[config.mk]
export PLATFORM = sky130hd
export DESIGN_NAME = mru_history_list_top
export DESIGN_NICKNAME = d
export VERILOG_FILES = /design/src/hw/rtl/mru_hl_pkg.sv /design/src/hw/rtl/mru_hl_ram.sv /design/src/hw/rtl/mru_history_list_top.sv
export SDC_FILE = /design/constraint.sdc
export NUM_CORES = 1
export LEC_CHECK = 0
export BUFFER_PORTS_ARGS = -buffer_cell sky130_fd_sc_hd__buf_4
export CORE_ASPECT_RATIO = 1.75
export CORE_UTILIZATION = 60
export CTS_CLUSTER_DIAMETER = 40
export CTS_CLUSTER_SIZE = 14
export DETAILED_ROUTE_END_ITERATION = 10
export PLACE_DENSITY = 0.77
export SETUP_SLACK_MARGIN = 0.3
export SLEW_MARGIN = 15
export SYNTH_ARGS = -nofsm -noshare
export SYNTH_HDL_FRONTEND = slang
export SYNTH_SLANG_ARGS = --single-unit
[constraint.sdc]
create_clock -name clk -period 3.4 [get_ports clk]
set_input_delay 0.51 -clock clk [delete_from_list [all_inputs] [get_ports clk]]
set_output_delay 0.51 -clock clk [all_outputs]
set_load 0.05 [all_outputs]
[src/hw/rtl/mru_hl_pkg.sv]
// Shared constants and types for the most-recently-used history list.
package mru_hl_pkg;

	localparam int MAX_DEPTH_DEF = 16;
	localparam int ID_WIDTH_DEF  = 16;

	localparam int ITEM_W  = 16;
	localparam int INDEX_W = 4;
	localparam int LEN_W   = 5;
	localparam int CAP_W   = 5;
	localparam int CMD_W   = 2;

	localparam int IN_DATA_W  = 24;
	localparam int OUT_DATA_W = 24;

	localparam logic [CAP_W-1:0] CAP_RESET = 5'd10;

	typedef enum logic [CMD_W-1:0] {
		CMD_ADD    = 2'd0,
		CMD_REMOVE = 2'd1,
		CMD_CLEAR  = 2'd2,
		CMD_READ   = 2'd3
	} cmd_t;

endpackage

[src/hw/rtl/mru_hl_ram.sv]
// Single-port-write, single-port-read entry store with a registered read.
module mru_hl_ram #(
	parameter int MAX_DEPTH = mru_hl_pkg::MAX_DEPTH_DEF,
	parameter int ID_WIDTH  = mru_hl_pkg::ID_WIDTH_DEF,
	localparam int AW = (MAX_DEPTH > 1) ? $clog2(MAX_DEPTH) : 1
) (
	input  logic                clk,
	input  logic                wr_en,
	input  logic [AW-1:0]       wr_addr,
	input  logic [ID_WIDTH-1:0] wr_data,
	input  logic [AW-1:0]       rd_addr,
	output logic [ID_WIDTH-1:0] rd_data
);

	logic [ID_WIDTH-1:0] mem [MAX_DEPTH];
	logic [ID_WIDTH-1:0] rd_data_q;

	always_ff @(posedge clk) begin
		if (wr_en) begin
			mem[wr_addr] <= wr_data;
		end
		rd_data_q <= mem[rd_addr];
	end

	assign rd_data = rd_data_q;

endmodule

[src/hw/rtl/mru_history_list_top.sv]
// Move-to-front history list: command sequencer around the entry store.
//
// Input beats on s_axis carry one command (add, remove, clear, read by index)
// in tuser and the item id and read index in tdata. Every input beat yields
// exactly one output beat on m_axis: the read entry and its valid flag, the
// list length after the command and whether the list changed.
// The capacity register is written through cfg_valid/cfg_data; the user must
// write it only while the block is idle, the block itself does not enforce
// this. Zero acts as one, values above MAX_DEPTH act as MAX_DEPTH.
// The entries sit in one memory with one read and one write port: the search
// reads one entry per cycle, and the move-to-front or close-up shift copies
// one entry per cycle through that same port pair. One command is worked at
// a time; the next beat is taken as soon as the sequencer is back at rest,
// even if the previous result still waits in the output register.
// Reset empties the list and loads a capacity of 10. A stalled receiver
// holds the result; a further result waits until the output slot frees.
module mru_history_list_top #(
	parameter int MAX_DEPTH = mru_hl_pkg::MAX_DEPTH_DEF,
	parameter int ID_WIDTH  = mru_hl_pkg::ID_WIDTH_DEF
) (
	input  logic                                clk,
	input  logic                                arst_n,
	input  logic                                s_axis_tvalid,
	output logic                                s_axis_tready,
	// item_id [15:0], read_index [19:16], zero [23:20]
	input  logic [mru_hl_pkg::IN_DATA_W-1:0]    s_axis_tdata,
	// cmd [1:0]
	input  logic [mru_hl_pkg::CMD_W-1:0]        s_axis_tuser,
	output logic                                m_axis_tvalid,
	input  logic                                m_axis_tready,
	// read_item [15:0], list_length [20:16], changed [21], zero [23:22]
	output logic [mru_hl_pkg::OUT_DATA_W-1:0]   m_axis_tdata,
	// read_valid [0]
	output logic                                m_axis_tuser,
	input  logic                                cfg_valid,
	output logic                                cfg_ready,
	input  logic [mru_hl_pkg::CAP_W-1:0]        cfg_data
);

	localparam int AW = (MAX_DEPTH > 1) ? $clog2(MAX_DEPTH) : 1;
	localparam int CW = $clog2(MAX_DEPTH + 1);

	typedef enum logic [2:0] {
		ST_IDLE,
		ST_SEARCH,
		ST_SHIFT,
		ST_FRONT,
		ST_RDWAIT,
		ST_FINISH
	} state_t;

	state_t state_q;

	logic [mru_hl_pkg::CAP_W-1:0] cap_q;
	logic [CW-1:0]                count_q;
	mru_hl_pkg::cmd_t             cmd_q;
	logic [ID_WIDTH-1:0]          id_q;
	logic [CW-1:0]                idx_q;
	logic [AW-1:0]                sh_src_q;
	logic [CW-1:0]                sh_left_q;

	logic                         cmp_vld_s1;
	logic [AW-1:0]                cmp_idx_s1;
	logic                         wr_pend_s1;
	logic [AW-1:0]                wr_dst_s1;

	logic [mru_hl_pkg::ITEM_W-1:0] res_item_q;
	logic                          res_rv_q;
	logic                          res_chg_q;

	logic                          m_valid_q;
	logic [mru_hl_pkg::ITEM_W-1:0] m_item_q;
	logic                          m_rv_q;
	logic [mru_hl_pkg::LEN_W-1:0]  m_len_q;
	logic                          m_chg_q;

	logic                 ram_we;
	logic [AW-1:0]        ram_waddr;
	logic [ID_WIDTH-1:0]  ram_wdata;
	logic [AW-1:0]        ram_raddr;
	logic [ID_WIDTH-1:0]  ram_rdata;

	logic                 in_beat;
	mru_hl_pkg::cmd_t     in_cmd;
	logic [mru_hl_pkg::INDEX_W-1:0] in_ridx;

	logic                 hit;
	logic                 can_issue;
	logic                 srch_done;
	logic                 srch_found;
	logic [AW-1:0]        srch_pos;
	logic [CW-1:0]        eff_cap;
	logic [CW-1:0]        add_n;
	logic [CW-1:0]        add_n_m1;
	logic [CW-1:0]        add_cnt;
	logic [CW-1:0]        rem_left;
	logic                 is_add;

	assign cfg_ready = 1'b1;

	always_ff @(posedge clk or negedge arst_n) begin
		if (!arst_n) begin
			cap_q <= mru_hl_pkg::CAP_RESET;
		end else if (cfg_valid) begin
			cap_q <= cfg_data;
		end
	end

	assign s_axis_tready = (state_q == ST_IDLE);
	assign in_beat       = s_axis_tvalid && s_axis_tready;
	assign in_cmd        = mru_hl_pkg::cmd_t'(s_axis_tuser);
	assign in_ridx       = s_axis_tdata[19:16];
	assign is_add        = (cmd_q == mru_hl_pkg::CMD_ADD);

	// search compare runs in the cycle after the issued read
	always_comb begin
		hit        = cmp_vld_s1 && (ram_rdata == id_q);
		can_issue  = (idx_q < count_q);
		srch_done  = hit || !can_issue;
		srch_found = hit;
		srch_pos   = cmp_idx_s1;
	end

	always_comb begin
		if (cap_q == '0) begin
			eff_cap = CW'(1);
		end else if (32'(cap_q) > MAX_DEPTH) begin
			eff_cap = CW'(MAX_DEPTH);
		end else begin
			eff_cap = CW'(cap_q);
		end

		if (srch_found) begin
			add_n = CW'(srch_pos);
		end else if (32'(count_q) > MAX_DEPTH - 1) begin
			add_n = CW'(MAX_DEPTH - 1);
		end else begin
			add_n = count_q;
		end
		add_n_m1 = add_n - CW'(1);

		if (srch_found) begin
			add_cnt = count_q;
		end else if (32'(count_q) < MAX_DEPTH) begin
			add_cnt = count_q + CW'(1);
		end else begin
			add_cnt = count_q;
		end
		if (add_cnt > eff_cap) begin
			add_cnt = eff_cap;
		end

		rem_left = count_q - CW'(srch_pos) - CW'(1);
	end

	always_comb begin
		case (state_q)
			ST_IDLE:   ram_raddr = AW'(in_ridx);
			ST_SEARCH: ram_raddr = idx_q[AW-1:0];
			ST_SHIFT:  ram_raddr = sh_src_q;
			default:   ram_raddr = '0;
		endcase

		ram_we    = 1'b0;
		ram_waddr = wr_dst_s1;
		ram_wdata = ram_rdata;
		if (state_q == ST_SHIFT) begin
			ram_we = wr_pend_s1;
		end else if (state_q == ST_FRONT) begin
			ram_we    = 1'b1;
			ram_waddr = '0;
			ram_wdata = id_q;
		end
	end

	mru_hl_ram #(
		.MAX_DEPTH (MAX_DEPTH),
		.ID_WIDTH  (ID_WIDTH)
	) u_ram (
		.clk     (clk),
		.wr_en   (ram_we),
		.wr_addr (ram_waddr),
		.wr_data (ram_wdata),
		.rd_addr (ram_raddr),
		.rd_data (ram_rdata)
	);

	always_ff @(posedge clk or negedge arst_n) begin
		if (!arst_n) begin
			state_q    <= ST_IDLE;
			count_q    <= '0;
			cmp_vld_s1 <= 1'b0;
			wr_pend_s1 <= 1'b0;
			m_valid_q  <= 1'b0;
		end else begin
			// the finish state reloads the slot itself
			if (m_valid_q && m_axis_tready && state_q != ST_FINISH) begin
				m_valid_q <= 1'b0;
			end

			case (state_q)
				ST_IDLE: begin
					if (in_beat) begin
						cmd_q      <= in_cmd;
						id_q       <= ID_WIDTH'(s_axis_tdata[15:0]);
						res_item_q <= '0;
						res_rv_q   <= 1'b0;
						res_chg_q  <= (in_cmd == mru_hl_pkg::CMD_CLEAR) && (count_q != '0);
						idx_q      <= '0;
						cmp_vld_s1 <= 1'b0;
						case (in_cmd)
							mru_hl_pkg::CMD_CLEAR: begin
								count_q   <= '0;
								state_q   <= ST_FINISH;
							end
							mru_hl_pkg::CMD_READ: begin
								if (32'(in_ridx) < 32'(count_q)) begin
									state_q <= ST_RDWAIT;
								end else begin
									state_q <= ST_FINISH;
								end
							end
							default: begin
								state_q <= ST_SEARCH;
							end
						endcase
					end
				end

				ST_SEARCH: begin
					if (srch_done) begin
						cmp_vld_s1 <= 1'b0;
						if (is_add) begin
							if (srch_found && srch_pos == '0) begin
								state_q <= ST_FINISH;
							end else begin
								sh_left_q <= add_n;
								sh_src_q  <= add_n_m1[AW-1:0];
								count_q   <= add_cnt;
								res_chg_q <= 1'b1;
								state_q   <= ST_SHIFT;
							end
						end else begin
							if (!srch_found) begin
								state_q <= ST_FINISH;
							end else begin
								sh_left_q <= rem_left;
								sh_src_q  <= srch_pos + AW'(1);
								count_q   <= count_q - CW'(1);
								res_chg_q <= 1'b1;
								state_q   <= ST_SHIFT;
							end
						end
					end else begin
						cmp_vld_s1 <= 1'b1;
						cmp_idx_s1 <= idx_q[AW-1:0];
						idx_q      <= idx_q + CW'(1);
					end
				end

				// read one entry, write it one place over on the next cycle
				ST_SHIFT: begin
					if (sh_left_q != '0) begin
						wr_pend_s1 <= 1'b1;
						if (is_add) begin
							wr_dst_s1 <= sh_src_q + AW'(1);
							sh_src_q  <= sh_src_q - AW'(1);
						end else begin
							wr_dst_s1 <= sh_src_q - AW'(1);
							sh_src_q  <= sh_src_q + AW'(1);
						end
						sh_left_q <= sh_left_q - CW'(1);
					end else begin
						wr_pend_s1 <= 1'b0;
						state_q    <= is_add ? ST_FRONT : ST_FINISH;
					end
				end

				ST_FRONT: begin
					state_q <= ST_FINISH;
				end

				ST_RDWAIT: begin
					res_item_q <= mru_hl_pkg::ITEM_W'(ram_rdata);
					res_rv_q   <= 1'b1;
					state_q    <= ST_FINISH;
				end

				ST_FINISH: begin
					// hold until the output slot is free
					if (!m_valid_q || m_axis_tready) begin
						m_valid_q <= 1'b1;
						m_item_q  <= res_item_q;
						m_rv_q    <= res_rv_q;
						m_len_q   <= mru_hl_pkg::LEN_W'(count_q);
						m_chg_q   <= res_chg_q;
						state_q   <= ST_IDLE;
					end
				end

				default: begin
					state_q <= ST_IDLE;
				end
			endcase
		end
	end

	assign m_axis_tvalid = m_valid_q;
	assign m_axis_tdata  = {2'b00, m_chg_q, m_len_q, m_item_q};
	assign m_axis_tuser  = m_rv_q;

endmodule
# After elaboration in Yosys (flattened, before gate mapping)

Memory sizes are Yosys's and may differ from the RTL's. A register that Yosys moved wholly into a read port is not among the register bits.
Cells that the tools add are included.

Add/sub/neg operators: 10
Order comparisons: 6
Eq/ne operators: 18
Mux-type cells: 67
Bitwise operators: 1
Reduce and logical (&&, ||, !) cells: 31

Operators with widths:

| operator              | number |
|---|---|
| $mux W5               | 20 |
| $mux W16              | 3 |
| $mux W4               | 9 |
| $pmux W16 S2          | 1 |
| $pmux W5 S2           | 3 |
| $mux W3               | 8 |
| $reduce_and A6 Y1     | 3 |
| $eq A16 B16 Y1        | 1 |
| $mux W1               | 16 |
| $pmux W3 S5           | 1 |
| $reduce_and A3 Y1     | 5 |
| $sub A5 B1 Y5 const B | 3 |
| $pmux W4 S3           | 1 |
| $add A5 B1 Y5 const B | 2 |
| $reduce_bool A5 Y1    | 2 |
| $ne A3 B3 Y1 const B  | 3 |
| $add A4 B1 Y4 const B | 2 |
| $ne A2 B2 Y1 const B  | 4 |
| $pmux W4 S2           | 1 |
| $reduce_and A4 Y1     | 2 |
| $sub A4 B1 Y4 const B | 2 |
| $eq A3 B2 Y1 const B  | 2 |
| $eq A3 B3 Y1 const B  | 2 |
| $logic_and A1 B1 Y1   | 6 |
| other kinds (22)      | 31 |

Flip-flop bits (word level): 97
Memory bits (writable): 256
Bits of input ports: 36
Output and inout bits: 28
Logic and storage cells: 154
Memories kept: 1

Memories:

| name      | depth | bits a word | read ports | clocked after Yosys merged registers in | wr ports | RTL line         | text |
|---|---|---|---|---|---|---|---|
| u_ram.mem | 16    | 16          | 1          | 1                                       | 1        | mru_hl_ram.sv:15 | `logic [ID_WIDTH-1:0] mem [MAX_DEPTH];` |

# Depth between registers and ports, before layout

Word-level depth: 9
Mapped depth: 17

# By module

Synthesis repeated with hierarchy kept, for this count alone.

Cell total of the unflattened synthesis: 898
Area total of the unflattened synthesis: 15352.2 µm²

Modules (own cells, without submodules):

| module               | instances | cells each | area each (µm²) | seq. area each (µm²) |
|---|---|---|---|---|
| mru_hl_ram           | 1         | 432        | 10043.4         | 8007.7 |
| mru_history_list_top | 1         | 466        | 5308.8          | 2835.2 |

# Worst setup path before layout

No wires, ideal clock.

Kind: flip-flop to flip-flop
From: register id_q[10]
To: register count_q[0]
Setup time: 122 ps
Arrival: 2957 ps
Required time: 3278 ps
Slack: 322 ps
Cell stages (with the launch flop): 16
Path buffers: 3
Path through: edfxtp_1 > xor2_1 > nor4_2 > and3_1 > buf_6 > nand2_8 > buf_6 > a41o_1 > ha_1 > mux2i_1 > a21o_1 > clkbuf_1 > nand2_1 > nor3_1 > a31oi_1 > a32o_1

Cells in the longest elaborated chain, start to end: 9
Elaborated cells between the ends (all ways): 15

Ends and longest elaborated chain:

| element                | RTL line                    | text |
|---|---|---|
| start, declared        | mru_history_list_top.sv:57  | `logic [ID_WIDTH-1:0] id_q;` |
| start signal, assigned | mru_history_list_top.sv:205 | `id_q <= ID_WIDTH'(s_axis_tdata[15:0]);` |
| $eq A16 B16 Y1 *       | mru_history_list_top.sv:117 | `hit = cmp_vld_s1 && (ram_rdata == id_q);` |
| $logic_and A1 B1 Y1 *  | mru_history_list_top.sv:117 |  |
| $mux W5                | mru_history_list_top.sv:142 | `if (srch_found) begin` |
| $gt A5 B5 Y1           | mru_history_list_top.sv:149 | `if (add_cnt > eff_cap) begin` |
| $mux W5                | mru_history_list_top.sv:149 |  |
| $mux W5                | mru_history_list_top.sv:234 | `if (srch_found && srch_pos == '0) begin` |
| $mux W5                | mru_history_list_top.sv:233 | `if (is_add) begin` |
| $mux W5                | mru_history_list_top.sv:231 | `if (srch_done) begin` |
| $pmux W5 S2            | mru_history_list_top.sv:201 | `case (state_q)` |
| end signal, assigned   | mru_history_list_top.sv:239 | `count_q <= add_cnt;` |
| end signal, assigned   | mru_history_list_top.sv:249 | `count_q <= count_q - CW'(1);` |
| end, declared          | mru_history_list_top.sv:55  | `logic [CW-1:0] count_q;` |

Mark *: on every way between the ends. The rest lies on a longest branch, timed or not. The select of a mux whose other input is x is not followed.
A chain may end at the register's enable or synchronous reset.

# Final worst setup path

From: register id_q[15]
To: register count_q[2]

The elaborated chain is that of the path after synthesis.

==> out/metrics.sh <==
DATA_ARRIVAL_TIME_AT_THE_WORST_SLACK_ENDPOINT_PS=3520
SYNTH-SEQ-CELLS=369
SYNTHTOPCELLSBYCOUNT='337 x edfxtp_1, 57 x mux2i_1, 55 x mux4_2'
DP.FINAL_HPWL_MM=22.62
SYNTH_AREA_LEADERS='edfxtp_1 65%, mux4_2 7.9%, mux2i_1 3.6%'
CRITPATHLAUNCHTYPE='flop'
POSTSYNTH.ASYNCRESETSHARE_PCT=4.336
SHARE_OF_YOSYS_CELL_AREA_CLAIMED_BY_THE_TOP_AREA_CELL_TYPE_PCT=64.57
WORST_SETUP_PATH_CATEGORY='reg -> reg'
NETLIST_INSTANCES=890
CRITICAL-PATH-SLOWEST-CELL='edfxtp_1'
WORST_HOLD_SLACK_PS=151.1
MINIMUM_CLOCK_PERIOD_PS=3106
SLEW-LIMIT-HEADROOM_PCT=56.02
SETUP_VIOL_COUNT_FINAL=0
GLOBALPLACE.CONGESTION=0.9590
GRT_FIRST_PASS_WIRELENGTH_MM=52.72
SYN_AREA_PER_CELL_UM2=17.61
VIA_CELL_RATIO=6.447
SYNTH_SEQUENTIAL_AREA_RATIO_PCT=69.18
GRT_USAGE_PCT=28.08
OUTCOME='complete, no violations'
CLOCK_TREE.HTREE_LEVEL_COUNT=2
VIA_COUNT_OF_THE_FIRST_GLOBAL_ROUTING_PASS=9028
NUMBER_OF_NETS_IN_THE_LAYOUT=1066
SYNTHESIS.AREA_UM2=15670
NUM-FILL-CELLS=1613
TOP_LEVEL_PORTS=64
MAXCAPVIOLATIONS=0
SYNTH_ENABLE_FLOP_CELLS=337
FMAX_MHz=322.0
LAYOUT_WORST_PATH_CYCLE_SHARE_PCT=91.35
SYNTH_TOP_FLOP_CELL='edfxtp_1'
POST_LAYOUT_TOTAL_POWER_mW=15.29
POST_PLACEMENT_WORST_SETUP_SLACK_PS=-56.53
CRIT_FANOUT=8
CORE_REGION_AREA_UM2=25430
ANTENNADIODECOUNT=0
TIGHTESTPINTRANSITION_PS=659.8
WL_PER_CELL_UM=26.65
MAX_STAGE_DELAY_PS=420
FP.DIEAREA_UM2=26800
NETLIST.TOP_CELL.BY_AREA='edfxtp_1'
CLOCK_SKEW_PS=26.64
GRT_OVERFLOW=0
SYNTH.MOST_COMMON_CELL='edfxtp_1'
GRT_SETUP_UNREPAIRED='yes'
SYNTH_WARNINGS=0
ROUTED-VIA-COUNT=8645
LAYOUT-DRIVE-GT1-SHARE_PCT=28.00
DRT.ANTENNA.VIOLATING_NETS=0
FINALHOLDVIOLATIONS=0
INSERTION_DELAY_PS=540
SYNTH_CELL_TYPES=72
IO_BUFFER_COUNT=56
WORSTSETUPENDPOINTTYPE='flop'
CTS_TREE='yes'
PLACEMENTROWS=77
WORSTPATHREQUIRED_PS=3810
P_PER_AREA_nW_PER_UM2=847.3
CTS_MADE_BUFFERS=36
GRT_START_MAX_NET_PINS=65
PATH_CELLS='xnor2_2, nand4_1, nor3_4, buf_4, nand2_8, nand2_4, nand2_1, o21ai_1, ha_1, nor2b_2, o211ai_1, a21o_2, buf_6, o22ai_1, a31o_2, o2bb2ai_2'
ROUTE.FINAL.WIRE_LENGTH_MM=35.74
GRT_ANTENNA_BEFORE_REPAIR=1
CTSROOTBUFFERMASTER='clkbuf_16'
CLK_PIN_SLEW_PS=70
DIE_W_UM=124.2
CTS.SINK_COUNT=369
FINAL-MAX-SLEW-VIOLATION-COUNT=0
START_UTIL_PCT=61.62
SETUP_WS_POST_LAYOUT_PS=294.2
CLOCK_TREE.BUFFER_DEPTH=3
DRT-PASS1-ITER-COUNT=5
TOTAL_LEAKAGE_POWER_nW=6.288
DRT_FIRST_ITER_VIOLATIONS=751
MIN_PATH_TYPE='in -> reg'
FLOORPLAN.DIE.HEIGHT_UM=215.8
IR_WORST_VDD_mV=0.3831
DRC_ERRORS=0
SYNTHTOLAYOUTAREAGROWTH_PCT=15.15
[critical path, delay by kind of cell, from the launching register on]
| family | cells | cell delay (ps) |
|---|---|---|
| compound gates | 6 | 950 |
| xor+xnor | 1 | 250 |
| fa+ha+maj | 1 | 250 |
| buf+inv | 2 | 330 |
| flops | 1 | 420 |
| simple gates | 6 | 810 |
[power breakdown]
part / switching [mW] / leakage [nW] / internal, mW
logic: 2.87 / 2.34 / 2.15
registers: 0.342 / 3.38 / 5.94
clock network: 1.67 / 0.576 / 2.32
[kinds of logic (layout without fill, tap and decap cells)]
group	count (synthesis)	in the layout	share of synthesized area (%)
compound gates	90	90	4.056
flops	369	369	69.18
other cells	2	3	0.04792
fa+ha+maj	28	28	2.283
buf+inv	62	196	2.219
mux	144	144	14.83
simple gates	156	156	5.205
xor+xnor	39	39	2.179
[layout make-up]
cell class / count / area [um2] / area share [%]
clock buffers: 49 / 1002 / 5.553
multi-input cells: 460 / 4617 / 25.58
clock inverters: 12 / 173.9 / 0.9637
well taps: 316 / 395.4 / 2.191
inverters: 21 / 78.83 / 0.4368
repair buffers: 114 / 937.1 / 5.193
flip-flops and latches: 369 / 10840 / 60.08
[sequential cells by signal, indices dropped and copies added (netlist names)]
name and flops:
wr_pend_s1 1, id_q 16, cmp_idx_s1 4, res_chg_q 1
u_ram.rd_data 16, sh_src_q 4, cmd_q 2, res_rv_q 1
state_q 3, m_item_q 16, m_axis_tuser 1, wr_dst_s1 4
u_ram.mem 256, sh_left_q 5, m_axis_tvalid 1, count_q 5
cmp_vld_s1 1, cap_q 5, idx_q 5, m_len_q 5
m_chg_q 1, res_item_q 16
[cells in the final DEF, fill, tap and decap left out, types with 4 or more instances in the layout]
| master | Yosys | final |
|---|---|---|
| a211oi_1 | 6 | 4 |
| a21o_1 | 8 | 7 |
| a21oi_1 | 16 | 14 |
| a21oi_2 | 3 | 5 |
| a31o_2 | 5 | 5 |
| a31oi_1 | 6 | 6 |
| and2_1 | 18 | 18 |
| and3_1 | 5 | 4 |
| buf_12 | 0 | 6 |
| buf_4 | 4 | 106 |
| clkbuf_1 | 11 | 10 |
| clkbuf_16 | 0 | 38 |
| clkinv_2 | 0 | 4 |
| dfrtp_1 | 14 | 14 |
| dfxtp_1 | 16 | 16 |
| edfxtp_1 | 337 | 337 |
| ha_1 | 27 | 26 |
| inv_1 | 21 | 21 |
| mux2_2 | 20 | 20 |
| mux2i_1 | 57 | 57 |
| mux4_1 | 9 | 9 |
| mux4_2 | 55 | 55 |
| nand2_1 | 27 | 24 |
| nand2b_1 | 5 | 5 |
| nand3_1 | 15 | 14 |
| nand4_1 | 4 | 4 |
| nor2_1 | 47 | 39 |
| nor2_2 | 1 | 7 |
| nor3_1 | 10 | 9 |
| o211ai_1 | 5 | 5 |
| o21ai_0 | 11 | 9 |
| o22ai_1 | 5 | 5 |
| xnor2_1 | 28 | 26 |
| xor2_1 | 11 | 11 |
[what timing repair did]
action                                 CTS  global route
setup endpoints to repair               14            14
endpoints found under the hold margin   14             0
buffers inserted                         4             1
hold buffers                             1             0
pin swaps                                2             8
gates resized for setup                  5            18
[path summary, 6_finish.rpt]
kind	startpoint	slack, ps	to	depth (start not counted)
worst max-delay path	id_q[15]	290	count_q[2]	16
worst min-delay path	s_axis_tdata[11]	150	id_q[11]	1
worst max register to register	id_q[15]	290	count_q[2]	16
worst min register to register	res_item_q[6]	420	m_item_q[6]	0
max in group asynchronous	arst_n	2590	cap_q[1]	3
min in group asynchronous	arst_n	520	count_q[0]	3
[through the flow]
stage | TNS [ps] | cells | area (um2) | utilization, %
final | 0 | 1341 | 18050 | 70.96
after global routing | 0 | 1341 | 18050 | 70.96
after CTS | 0 | 1340 | 17950 | 70.59
after detailed placement | -101.2 | 1274 | 16720 | 65.75
after global placement | 0 | 1274 | 16720 | 65.75
after floorplan | 0 | 891 | 15680 | -
[layer usage]
metal / vias to the layer above / track usage [%] / wire (um)
met3: 157 / 4.651 / 1712
met1: 4421 / 30.19 / 12000
met5: - / 0 / 0
met2: 337 / 49.47 / 19410
met4: 0 / 18.45 / 2621
li1: 3730 / - / -
Power figures use the tool's default switching activity.
